File: config.mk
export PLATFORM = sky130hd
export DESIGN_NAME = int_matrix_multiply_unit_flat
export DESIGN_NICKNAME = d
export VERILOG_FILES = /design/src/imm_pkg.sv /design/src/imm_cmd_if.sv /design/src/imm_rsp_if.sv /design/src/int_matrix_multiply_unit.sv /design/src/flat_wrapper.sv
export SDC_FILE = /design/constraint.sdc
export NUM_CORES = 2
export LEC_CHECK = 0
export BUFFER_PORTS_ARGS = -buffer_cell sky130_fd_sc_hd__buf_4
export CORE_UTILIZATION = 55
export DETAILED_ROUTE_END_ITERATION = 8
export GPL_ROUTABILITY_DRIVEN = 0
export PLACE_DENSITY = 0.71
export SLEW_MARGIN = 20
export SYNTH_ARGS = -nofsm -noshare
export SYNTH_HDL_FRONTEND = slang
export SYNTH_SLANG_ARGS = --single-unit
File: constraint.sdc
create_clock -name clk -period 7 [get_ports clk]
set_input_delay 0.7 -clock clk [delete_from_list [all_inputs] [get_ports clk]]
set_output_delay 0.7 -clock clk [all_outputs]
set_load 0.02 [all_outputs]
File: src/imm_pkg.sv
`default_nettype none

package imm_pkg;

	// Field widths of the request and result channels.
	localparam int KIND_W  = 2;
	localparam int DIM_W   = 3;
	localparam int VALUE_W = 16;
	localparam int SUM_W   = 35;
	localparam int SIZE_W  = 4;

	// Reset value of the active size register.
	localparam logic [SIZE_W-1:0] SIZE_RESET = 4'd8;

	// Request kinds.
	localparam logic [KIND_W-1:0] KIND_LOAD_A  = 2'd0;
	localparam logic [KIND_W-1:0] KIND_LOAD_B  = 2'd1;
	localparam logic [KIND_W-1:0] KIND_COMPUTE = 2'd2;

endpackage

`default_nettype wire

File: src/imm_cmd_if.sv
`default_nettype none

interface imm_cmd_if import imm_pkg::*; ();

	logic                      valid;
	logic                      ready;
	logic [KIND_W-1:0]         kind;
	logic [DIM_W-1:0]          row;
	logic [DIM_W-1:0]          col;
	logic signed [VALUE_W-1:0] value;

	modport source (output valid, kind, row, col, value, input ready);
	modport sink (input valid, kind, row, col, value, output ready);

endinterface

`default_nettype wire

File: src/imm_rsp_if.sv
`default_nettype none

interface imm_rsp_if import imm_pkg::*; ();

	logic                    valid;
	logic                    ready;
	logic [DIM_W-1:0]        out_row;
	logic [DIM_W-1:0]        out_col;
	logic signed [SUM_W-1:0] sum;
	logic                    last;

	modport source (output valid, out_row, out_col, sum, last, input ready);
	modport sink (input valid, out_row, out_col, sum, last, output ready);

endinterface

`default_nettype wire

File: src/int_matrix_multiply_unit.sv
// Channel   | Direction | Handshake     | Payload
// cmd       | in        | valid / ready | kind, row, col, value
// rsp       | out       | valid / ready | out_row, out_col, sum, last
// cfg       | in        | cfg_we        | cfg_wdata (active size)
//
// Loads are accepted back to back. A compute request runs N*N*N
// multiply-accumulate steps, one per cycle through the single multiplier
// while no result stalls, through the read, multiply and result registers;
// the next request is accepted after the last result has been taken.
// Reset clears control state only; matrix stores hold no reset value.
// A stalled result freezes the whole read/multiply/accumulate pipeline.
`default_nettype none

module int_matrix_multiply_unit import imm_pkg::*; #(
	parameter int MAX_DIM   = 8,
	parameter int ELEM_BITS = 16
) (
	input  wire logic              clk,
	input  wire logic              arst_n,
	imm_cmd_if.sink                cmd,
	imm_rsp_if.source              rsp,
	input  wire logic              cfg_we,
	input  wire logic [SIZE_W-1:0] cfg_wdata
);

	localparam int IDX_W     = (MAX_DIM > 1) ? $clog2(MAX_DIM) : 1;
	localparam int ADDR_W    = 2 * IDX_W;
	localparam int MEM_DEPTH = 1 << ADDR_W;
	localparam int PROD_W    = 2 * ELEM_BITS;
	localparam int EXT_W     = (PROD_W > SUM_W) ? PROD_W : SUM_W;
	localparam int VEXT_W    = (ELEM_BITS > VALUE_W) ? ELEM_BITS : VALUE_W;

	// Matrix stores.
	logic signed [ELEM_BITS-1:0] mem_a [MEM_DEPTH];
	logic signed [ELEM_BITS-1:0] mem_b [MEM_DEPTH];

	// Control state.
	logic [SIZE_W-1:0] size_q;
	logic              busy_q;
	logic              issue_q;
	logic [DIM_W-1:0]  nm1_q;
	logic [DIM_W-1:0]  i_q, j_q, k_q;

	// Pipeline stages.
	logic                        v_s1, v_s2;
	logic signed [ELEM_BITS-1:0] rd_a_s1, rd_b_s1;
	logic                        first_s1, lastk_s1, lastel_s1;
	logic [DIM_W-1:0]            i_s1, j_s1;
	logic signed [SUM_W-1:0]     prod_s2;
	logic                        first_s2, lastk_s2, lastel_s2;
	logic [DIM_W-1:0]            i_s2, j_s2;
	logic signed [SUM_W-1:0]     acc_q;

	// Result register.
	logic                    out_valid_q;
	logic [DIM_W-1:0]        out_row_q, out_col_q;
	logic signed [SUM_W-1:0] out_sum_q;
	logic                    out_last_q;

	logic                        adv;
	logic                        cmd_acc;
	logic                        wr_en;
	logic [ADDR_W-1:0]           wr_addr;
	logic signed [VEXT_W-1:0]    val_ext;
	logic signed [ELEM_BITS-1:0] elem;
	logic [ADDR_W-1:0]           a_raddr, b_raddr;
	logic [SIZE_W-1:0]           n_act;
	logic signed [PROD_W-1:0]    prod_full;
	logic signed [EXT_W-1:0]     prod_ext;
	logic signed [SUM_W-1:0]     sum_new;

	// The pipeline moves unless a finished result is waiting.
	assign adv     = !(out_valid_q && !rsp.ready);
	assign cmd_acc = cmd.valid && cmd.ready;

	assign cmd.ready = !busy_q;

	// Load decode: in-range element writes only.
	assign wr_en = cmd_acc && (cmd.kind == KIND_LOAD_A || cmd.kind == KIND_LOAD_B)
		&& ({1'b0, cmd.row} < (DIM_W + 1)'(MAX_DIM))
		&& ({1'b0, cmd.col} < (DIM_W + 1)'(MAX_DIM));
	assign wr_addr = {cmd.row[IDX_W-1:0], cmd.col[IDX_W-1:0]};
	assign val_ext = VEXT_W'(cmd.value);
	assign elem    = val_ext[ELEM_BITS-1:0];

	// Read addresses for A[i][k] and B[k][j].
	assign a_raddr = {i_q[IDX_W-1:0], k_q[IDX_W-1:0]};
	assign b_raddr = {k_q[IDX_W-1:0], j_q[IDX_W-1:0]};

	// Active size, clamped to 1..MAX_DIM.
	always_comb begin
		if (size_q == '0) begin
			n_act = SIZE_W'(1);
		end else if (size_q > SIZE_W'(MAX_DIM)) begin
			n_act = SIZE_W'(MAX_DIM);
		end else begin
			n_act = size_q;
		end
	end

	// Store writes and registered reads.
	always_ff @(posedge clk) begin
		if (wr_en && cmd.kind == KIND_LOAD_A) begin
			mem_a[wr_addr] <= elem;
		end
		if (adv) begin
			rd_a_s1 <= mem_a[a_raddr];
		end
	end

	always_ff @(posedge clk) begin
		if (wr_en && cmd.kind == KIND_LOAD_B) begin
			mem_b[wr_addr] <= elem;
		end
		if (adv) begin
			rd_b_s1 <= mem_b[b_raddr];
		end
	end

	// Configuration register.
	always_ff @(posedge clk or negedge arst_n) begin
		if (!arst_n) begin
			size_q <= SIZE_RESET;
		end else if (cfg_we) begin
			size_q <= cfg_wdata;
		end
	end

	// Index sequencer over i, j, k and the busy flag.
	always_ff @(posedge clk or negedge arst_n) begin
		if (!arst_n) begin
			busy_q  <= 1'b0;
			issue_q <= 1'b0;
			nm1_q   <= '0;
			i_q     <= '0;
			j_q     <= '0;
			k_q     <= '0;
		end else begin
			if (cmd_acc && cmd.kind == KIND_COMPUTE) begin
				busy_q  <= 1'b1;
				issue_q <= 1'b1;
				nm1_q   <= DIM_W'(n_act - SIZE_W'(1));
				i_q     <= '0;
				j_q     <= '0;
				k_q     <= '0;
			end else if (issue_q && adv) begin
				if (k_q == nm1_q) begin
					k_q <= '0;
					if (j_q == nm1_q) begin
						j_q <= '0;
						if (i_q == nm1_q) begin
							issue_q <= 1'b0;
						end else begin
							i_q <= i_q + DIM_W'(1);
						end
					end else begin
						j_q <= j_q + DIM_W'(1);
					end
				end else begin
					k_q <= k_q + DIM_W'(1);
				end
			end
			if (rsp.valid && rsp.ready && rsp.last) begin
				busy_q <= 1'b0;
			end
		end
	end

	// Stage valid bits.
	always_ff @(posedge clk or negedge arst_n) begin
		if (!arst_n) begin
			v_s1 <= 1'b0;
			v_s2 <= 1'b0;
		end else if (adv) begin
			v_s1 <= issue_q;
			v_s2 <= v_s1;
		end
	end

	// Multiply stage.
	assign prod_full = rd_a_s1 * rd_b_s1;
	assign prod_ext  = EXT_W'(prod_full);

	always_ff @(posedge clk) begin
		if (adv) begin
			first_s1  <= (k_q == '0);
			lastk_s1  <= (k_q == nm1_q);
			lastel_s1 <= (i_q == nm1_q) && (j_q == nm1_q);
			i_s1      <= i_q;
			j_s1      <= j_q;
			prod_s2   <= prod_ext[SUM_W-1:0];
			first_s2  <= first_s1;
			lastk_s2  <= lastk_s1;
			lastel_s2 <= lastel_s1;
			i_s2      <= i_s1;
			j_s2      <= j_s1;
		end
	end

	// Accumulate stage; the sum wraps at its 35 bits.
	assign sum_new = first_s2 ? prod_s2 : acc_q + prod_s2;

	always_ff @(posedge clk) begin
		if (adv && v_s2) begin
			acc_q <= sum_new;
			if (lastk_s2) begin
				out_row_q  <= i_s2;
				out_col_q  <= j_s2;
				out_sum_q  <= sum_new;
				out_last_q <= lastel_s2;
			end
		end
	end

	// Result valid.
	always_ff @(posedge clk or negedge arst_n) begin
		if (!arst_n) begin
			out_valid_q <= 1'b0;
		end else if (adv && v_s2 && lastk_s2) begin
			out_valid_q <= 1'b1;
		end else if (rsp.ready) begin
			out_valid_q <= 1'b0;
		end
	end

	assign rsp.valid   = out_valid_q;
	assign rsp.out_row = out_row_q;
	assign rsp.out_col = out_col_q;
	assign rsp.sum     = out_sum_q;
	assign rsp.last    = out_last_q;

	// Results appear only while a compute request is in progress.
	a_rsp_in_busy: assert property (@(posedge clk) disable iff (!arst_n)
		rsp.valid |-> busy_q)
		else $error("result outside a compute request");

	// A request is taken only when the pipeline is empty.
	a_ready_idle: assert property (@(posedge clk) disable iff (!arst_n)
		cmd.ready |-> (!issue_q && !v_s1 && !v_s2 && !rsp.valid))
		else $error("request accepted while pipeline busy");

	// A compute request starts the sequencer.
	a_compute_start: assert property (@(posedge clk) disable iff (!arst_n)
		(cmd_acc && cmd.kind == KIND_COMPUTE) |=> issue_q)
		else $error("compute request did not start issue");

	// A stalled result freezes the accumulator.
	a_stall_hold: assert property (@(posedge clk) disable iff (!arst_n)
		(rsp.valid && !rsp.ready) |=> $stable(acc_q))
		else $error("accumulator moved during stall");

endmodule

`default_nettype wire
File: src/flat_wrapper.sv
// flat-port wrapper written by rule: the top's interface ports become plain ports
module int_matrix_multiply_unit_flat import imm_pkg::*;
#(
	parameter int MAX_DIM   = 8,
	parameter int ELEM_BITS = 16
)
  (clk, arst_n, cfg_we, cfg_wdata, cmd_valid, cmd_kind, cmd_row, cmd_col, cmd_value, cmd_ready, rsp_valid, rsp_out_row, rsp_out_col, rsp_sum, rsp_last, rsp_ready);
  imm_cmd_if cmd_i ();
  imm_rsp_if rsp_i ();
  input  wire logic clk;
  input  wire logic arst_n;
  input  wire logic cfg_we;
  input  wire logic [SIZE_W-1:0] cfg_wdata;
  input wire logic [$bits(cmd_i.valid)-1:0] cmd_valid;
  input wire logic [$bits(cmd_i.kind)-1:0] cmd_kind;
  input wire logic [$bits(cmd_i.row)-1:0] cmd_row;
  input wire logic [$bits(cmd_i.col)-1:0] cmd_col;
  input wire logic [$bits(cmd_i.value)-1:0] cmd_value;
  output wire logic [$bits(cmd_i.ready)-1:0] cmd_ready;
  output wire logic [$bits(rsp_i.valid)-1:0] rsp_valid;
  output wire logic [$bits(rsp_i.out_row)-1:0] rsp_out_row;
  output wire logic [$bits(rsp_i.out_col)-1:0] rsp_out_col;
  output wire logic [$bits(rsp_i.sum)-1:0] rsp_sum;
  output wire logic [$bits(rsp_i.last)-1:0] rsp_last;
  input wire logic [$bits(rsp_i.ready)-1:0] rsp_ready;
  assign cmd_i.valid = cmd_valid;
  assign cmd_i.kind = cmd_kind;
  assign cmd_i.row = cmd_row;
  assign cmd_i.col = cmd_col;
  assign cmd_i.value = cmd_value;
  assign cmd_ready = cmd_i.ready;
  assign rsp_valid = rsp_i.valid;
  assign rsp_out_row = rsp_i.out_row;
  assign rsp_out_col = rsp_i.out_col;
  assign rsp_sum = rsp_i.sum;
  assign rsp_last = rsp_i.last;
  assign rsp_i.ready = rsp_ready;
  int_matrix_multiply_unit #(.MAX_DIM(MAX_DIM), .ELEM_BITS(ELEM_BITS)) u_core (.clk(clk), .arst_n(arst_n), .cmd(cmd_i), .rsp(rsp_i), .cfg_we(cfg_we), .cfg_wdata(cfg_wdata));
endmodule
Yosys cells after proc, flatten, opt, wreduce, memory -nomap -nowiden
Memory sizes are Yosys's and may differ from the RTL's. A register that Yosys moved wholly into a read port is not among the register bits.
Cells that the tools add are included.
{"block": "totals", "register_bits": 148, "ram_bits": 2048, "inputBits": 33, "output_inout_bits": 44, "memories": 2, "elab_cells": 100}
{"block": "classes", "n_addsub": 5, "muxes": 28, "n_eq_ne": 6, "reduce_logical": 31, "order_cmp": 1, "mul": 1}
{"memory": "u_core.mem_a", "depth": 64, "width": 16, "rd": 1, "rd_ports_with_merged_regs": 1, "write_ports": 1, "line": "int_matrix_multiply_unit.sv:34", "source": "logic signed [ELEM_BITS-1:0] mem_a [MEM_DEPTH];"}
{"memory": "u_core.mem_b", "depth": 64, "width": 16, "rd": 1, "rd_ports_with_merged_regs": 1, "write_ports": 1, "line": "int_matrix_multiply_unit.sv:35", "source": "logic signed [ELEM_BITS-1:0] mem_b [MEM_DEPTH];"}
{"op": "$mux W3", "n": 14}
{"op": "$add A35 B32 Y35", "n": 1}
{"op": "$mux W35", "n": 1}
{"op": "$mul A16 B16 Y32", "n": 1}
{"op": "$mux W1", "n": 13}
{"op": "$logic_and A1 B1 Y1", "n": 12}
{"op": "$reduce_bool A2 Y1", "n": 6}
{"op": "$add A3 B1 Y3 const B", "n": 3}
{"op": "$eq A3 B3 Y1", "n": 3}
{"op": "$reduce_and A4 Y1", "n": 2}
{"op": "$logic_not A1 Y1", "n": 5}
{"op": "$gt A4 B4 Y1 const B", "n": 1}
{"op": "$logic_not A4 Y1", "n": 1}
{"op": "$reduce_and A2 Y1", "n": 2}
{"op": "$logic_not A3 Y1", "n": 1}
{"op": "$sub A3 B1 Y3 const B", "n": 1}
{"op": "$eq A2 B1 Y1 const B", "n": 1}
{"op": "$eq A2 B2 Y1 const B", "n": 1}
{"op": "$logic_not A2 Y1", "n": 1}
{"op": "$ne A2 B1 Y1 const B", "n": 1}
{"op": "$logic_or A1 B1 Y1", "n": 1}

Longest topological paths before layout
{"block": "logic_depth", "word_depth": 6, "ltp_mapped": 24}

Worst setup path before layout
OpenSTA, ideal clock, no wires.
{"block": "synth_timing", "path_kind": "flip-flop to flip-flop", "from": "register u_core.rd_a_s1[15], read port of u_core.mem_a", "to": "register, netlist name u_core.prod_s2[31]", "slack_ns": 0.632, "stages_incl_launch_ff": 22, "t_required_ns": 6.740, "setup_ns": 0.260, "t_arrival_ns": 6.108, "cell_sequence": "edfxtp_1 clkbuf_1 nand2_1 inv_1 fa_1 fa_1 fa_1 fa_1 fa_1 inv_1 fa_1 inv_1 ha_1 and3_1 a221oi_1 o21ai_1 a21oi_1 o21ai_1 a211o_1 a31o_1 a21oi_1 xnor2_1"}
{"block": "synth_via", "elab_chain_len": 1}
{"element": "start: declaration", "line": "int_matrix_multiply_unit.sv:46", "source": "logic signed [ELEM_BITS-1:0] rd_a_s1, rd_b_s1;"}
{"element": "$mul A16 B16 Y32", "line": "int_matrix_multiply_unit.sv:181", "source": "assign prod_full = rd_a_s1 * rd_b_s1;"}
{"element": "named net u_core.prod_full[31]", "line": "int_matrix_multiply_unit.sv:68", "source": "logic signed [PROD_W-1:0] prod_full;"}
The timed path passes the listed nets, and every way through them passes these cells.
A chain may end at the register's enable or synchronous reset.

Final worst setup path
{"block": "layout_timing", "from": "register u_core.rd_b_s1[1], read port of u_core.mem_b", "to": "register, netlist name u_core.prod_s2[31]"}
{"block": "layout_via", "elab_chain_len": 1}
{"element": "start: declaration", "line": "int_matrix_multiply_unit.sv:46"}
{"element": "$mul A16 B16 Y32", "line": "int_matrix_multiply_unit.sv:181"}
{"element": "named net u_core.prod_full[31]", "line": "int_matrix_multiply_unit.sv:68"}
The timed path passes the listed nets, and every way through them passes these cells.

==> impl_metrics.yaml <==
floorplan:
  ioPinCount: 77
  placeableCoreArea_um2: 172000
  std_cell_rows: 152
  starting_density_of_the_core_pct: 55.6
  dieArea_um2: 176000
  fp.dieH_um: 419
  die-width_um: 419
clocking:
  clock_latency_ns: 0.86
  clock_tree_from_tritoncts: "done"
  clock_tree.buffer_depth: 3
  numClockSinks: 2228
  cts-root-buf: "sky130_fd_sc_hd__clkbuf_16"
  cts-htree-levels: 4
  clock_pin_slew_of_the_registers_on_the_worst_case_setup_and_hold_paths_ns: 0.06
  cts_repair_resize_count: 0
  cts_buffers: 211
placement:
  detailed_place_hpwl_um: 131000
  port_buf_inserts: 76
global_routing:
  antenna_found_initial: 13
  vias_in_the_first_global_route: 46776
  grt_pass1_wl_um: 317000
  grt_max_degree: 124
  gr-total-overflow: 0
  gr-usage-all-layers_pct: 25.1
sta:
  slew_headroom_pct: 24.1
  post-route-min-period_ns: 6.58
  hold_violations: 0
  setup_tns_ns: 0
  fin_worst_skew_ns: 0.0336
  fmax_mhz: 152
  setup_viol: 0
  layout_worst_path_cycle_share_pct: 94.0
  final_max_slew_viol_count: 0
  grt_setup_unrepaired: "no"
  max_slew.worst_pin.slew_ns: 1.14
status:
  outcome: "finished, final reports clean"
layout:
  top_library_cells_by_usage_in_the_layout_fill_and_taps_aside: "sky130_fd_sc_hd__edfxtp_1 (2207), sky130_fd_sc_hd__mux4_2 (672), sky130_fd_sc_hd__inv_1 (311)"
  final.fill_count: 11813
  most_common_cell_after_layout_fill_and_taps_aside: "sky130_fd_sc_hd__edfxtp_1"
  final_net_count: 5380
  final_core_utilization_pct: 61.8
  area_growth_syn_to_layout_pct: 11.2
  footprint_of_the_multi_input_gates_um2: 26900
  final_layout_size_suffix_gt1_share_pct: 24.6
  register_area_um2: 66800
run:
  drv_cap: 0
yosys:
  synthCells: 4700
  yosysSeqAreaShare_pct: 69.7
  synthDominantCellAreaShare_pct: 69.2
  yosysTopAreaCell: "sky130_fd_sc_hd__edfxtp_1"
  ys.flop_type: "sky130_fd_sc_hd__edfxtp_1"
  postSynthRegisterBits: 2228
  yosysWarnings: 0
  synth-async-reset-ratio_pct: 0.943
  synth_nets: 5117
  synth_area_per_cell_um2: 20.4
  synth_area_um2: 95800
  ys_top_cells_by_area: "sky130_fd_sc_hd__edfxtp_1 (69%), sky130_fd_sc_hd__mux4_2 (16%), sky130_fd_sc_hd__fa_1 (5.5%)"
  netlist-cell-type-count: 66
  synth_edf_count: 2207
routing:
  drc: 0
  final_antenna_net_count: 0
  first_iteration_detailed_routing_drc_count: 5403
  dr_total_vias: 46243
  detail_route.first_pass.iterations: 5
  drt_wl_total_um: 216000
  drt-vias-per-instance: 6.21
  wire_per_inst_um: 28.9
setup_path:
  max_stage_delay_ns: 0.72
  critical_path_peak_fanout: 16
  crit_path_cell_trace: "nand2_1 -> inv_1 -> fa_1 -> fa_1 -> fa_1 -> fa_1 -> fa_1 -> inv_1 -> fa_1 -> inv_1 -> ha_1 -> and3_1 -> a221oi_1 -> o21ai_1 -> a21oi_1 -> o21ai_1 -> a211o_1 -> a31o_1 -> a21oi_1 -> xnor2_1"
  r2r_slack_ns: 0.42
  worstSetupPathType: "register to register"
  worstPathArrival_ns: 7.15
  critical_path.startpoint_type: "register"
  worst_setup_path_end_kind: "register"
  critical_path.slowest_cell: "sky130_fd_sc_hd__edfxtp_1"
  critPathRequiredTime_ns: 7.57
  critical-path-top-cell-by-count: "sky130_fd_sc_hd__fa_1"
hold_path:
  worstHoldPathType: "input port to register"
## flip-flops by register name (all words and copies together), names as in the netlist, 3 cells and up
name,flops
u_core.rsp.out_col,3
u_core.i_s2,3
u_core.size_q,4
u_core.mem_a,1024
u_core.nm1_q,3
u_core.j_s2,3
u_core.j_s1,3
u_core.k_q,3
u_core.mem_b,1024
u_core.rsp.sum,35
u_core.acc_q,35
u_core.j_q,3
u_core.rd_a_s1,16
u_core.i_q,3
u_core.prod_s2,32
u_core.rd_b_s1,16
u_core.rsp.out_row,3
u_core.i_s1,3
## cell type report
cell class	instances	area share, %
repair buffers	259	1.93
multi-input cells	1951	25.3
well taps	2310	2.71
clock buffers	275	5.32
flip-flops and latches	2228	62.7
diodes	2	0.00470
clock inverters	111	0.912
inverters	312	1.10
## timing repair
item                      4_1_cts  5_1_grt
hold buffers                    1        0
hold endpoints to repair       20        0
setup buffers                   0        0
## synthesized netlist by cell type (4+ instances only)
library cell	count
sky130_fd_sc_hd__buf_1	15
sky130_fd_sc_hd__buf_2	34
sky130_fd_sc_hd__or3b_2	4
sky130_fd_sc_hd__nand2b_1	12
sky130_fd_sc_hd__or3_1	5
sky130_fd_sc_hd__fa_1	263
sky130_fd_sc_hd__buf_4	22
sky130_fd_sc_hd__nand4_1	7
sky130_fd_sc_hd__a21o_1	21
sky130_fd_sc_hd__o211ai_1	5
sky130_fd_sc_hd__o21ai_0	50
sky130_fd_sc_hd__inv_1	312
sky130_fd_sc_hd__xnor2_1	50
sky130_fd_sc_hd__ha_1	121
sky130_fd_sc_hd__nand3b_1	8
sky130_fd_sc_hd__nor2b_1	9
sky130_fd_sc_hd__a21oi_1	50
sky130_fd_sc_hd__o21bai_1	9
sky130_fd_sc_hd__and3_1	9
sky130_fd_sc_hd__nor2_1	178
sky130_fd_sc_hd__dfrtp_1	20
sky130_fd_sc_hd__a211o_1	5
sky130_fd_sc_hd__mux2_2	10
sky130_fd_sc_hd__nand2_1	199
sky130_fd_sc_hd__o21ai_1	15
sky130_fd_sc_hd__buf_6	6
sky130_fd_sc_hd__nor3_1	14
sky130_fd_sc_hd__mux4_2	672
sky130_fd_sc_hd__edfxtp_1	2207
sky130_fd_sc_hd__xor2_1	29
sky130_fd_sc_hd__clkbuf_1	132
sky130_fd_sc_hd__o21a_1	6
sky130_fd_sc_hd__a211oi_1	7
sky130_fd_sc_hd__nand3_1	12
sky130_fd_sc_hd__a31oi_1	8
sky130_fd_sc_hd__and2_1	126
## path summary, 6_finish.rpt
check,depth (start not counted),startpoint,endpoint
max in group asynchronous,2,arst_n,u_core.i_q[0]
worst min register to register,0,u_core.i_s2[0],u_core.rsp.out_row[0]
worst max register to register,20,u_core.rd_b_s1[1],u_core.prod_s2[31]
worst min-delay path,2,cfg_wdata[3],u_core.size_q[3]
min in group asynchronous,2,arst_n,u_core.rsp.valid
worst max-delay path,20,u_core.rd_b_s1[1],u_core.prod_s2[31]
## per-stage QoR
stage	setup slack [ns]	cells	hold WS (ns)	area [um2]
after detailed placement	0.458	7059	0.406	99800
after CTS	0.422	7446	0.00900	106000
after global placement	0.517	7059	0.403	99800
final	0.419	7448	0.0713	107000
after global routing	0.0954	7448	0.0499	107000
after floorplan	0.632	4700	0.400	95800
## critical path: cells and delay by family (launching register included)
family	cells	cell delay (ns)
AO/OA/AOI/OAI	7	1.34
XOR/XNOR	1	0.08
adder cells (fa/ha/maj)	7	3.50
buffers and inverters	3	0.26
flip-flops	1	0.72
AND/OR/NAND/NOR	2	0.42
## layer usage
layer	GRT usage, %	vias up	routed length [um]	share of wire, %
met5	0	-	9	0.0042
met4	6.75	2	4820	2.2
li1	-	19130	-	-
met1	37.2	24708	89600	42
met2	39.3	2119	104000	48
met3	4.00	284	17300	8.0
## kinds of logic (layout without fill, tap and decap cells)
| family | Yosys count | count (layout) | synth area share, % |
|---|---|---|---|
| flip-flops | 2228 | 2228 | 69.7 |
| AO/OA/AOI/OAI | 206 | 206 | 1.36 |
| other | 0 | 2 | 0 |
| buffers and inverters | 521 | 957 | 2.22 |
| adder cells (fa/ha/maj) | 384 | 384 | 7.08 |
| multiplexers | 684 | 684 | 15.9 |
| XOR/XNOR | 79 | 79 | 0.722 |
| AND/OR/NAND/NOR | 598 | 598 | 2.94 |
Power is not shown: default switching activity piles up to over one toggle a cycle in this logic, so the estimate is an artifact.
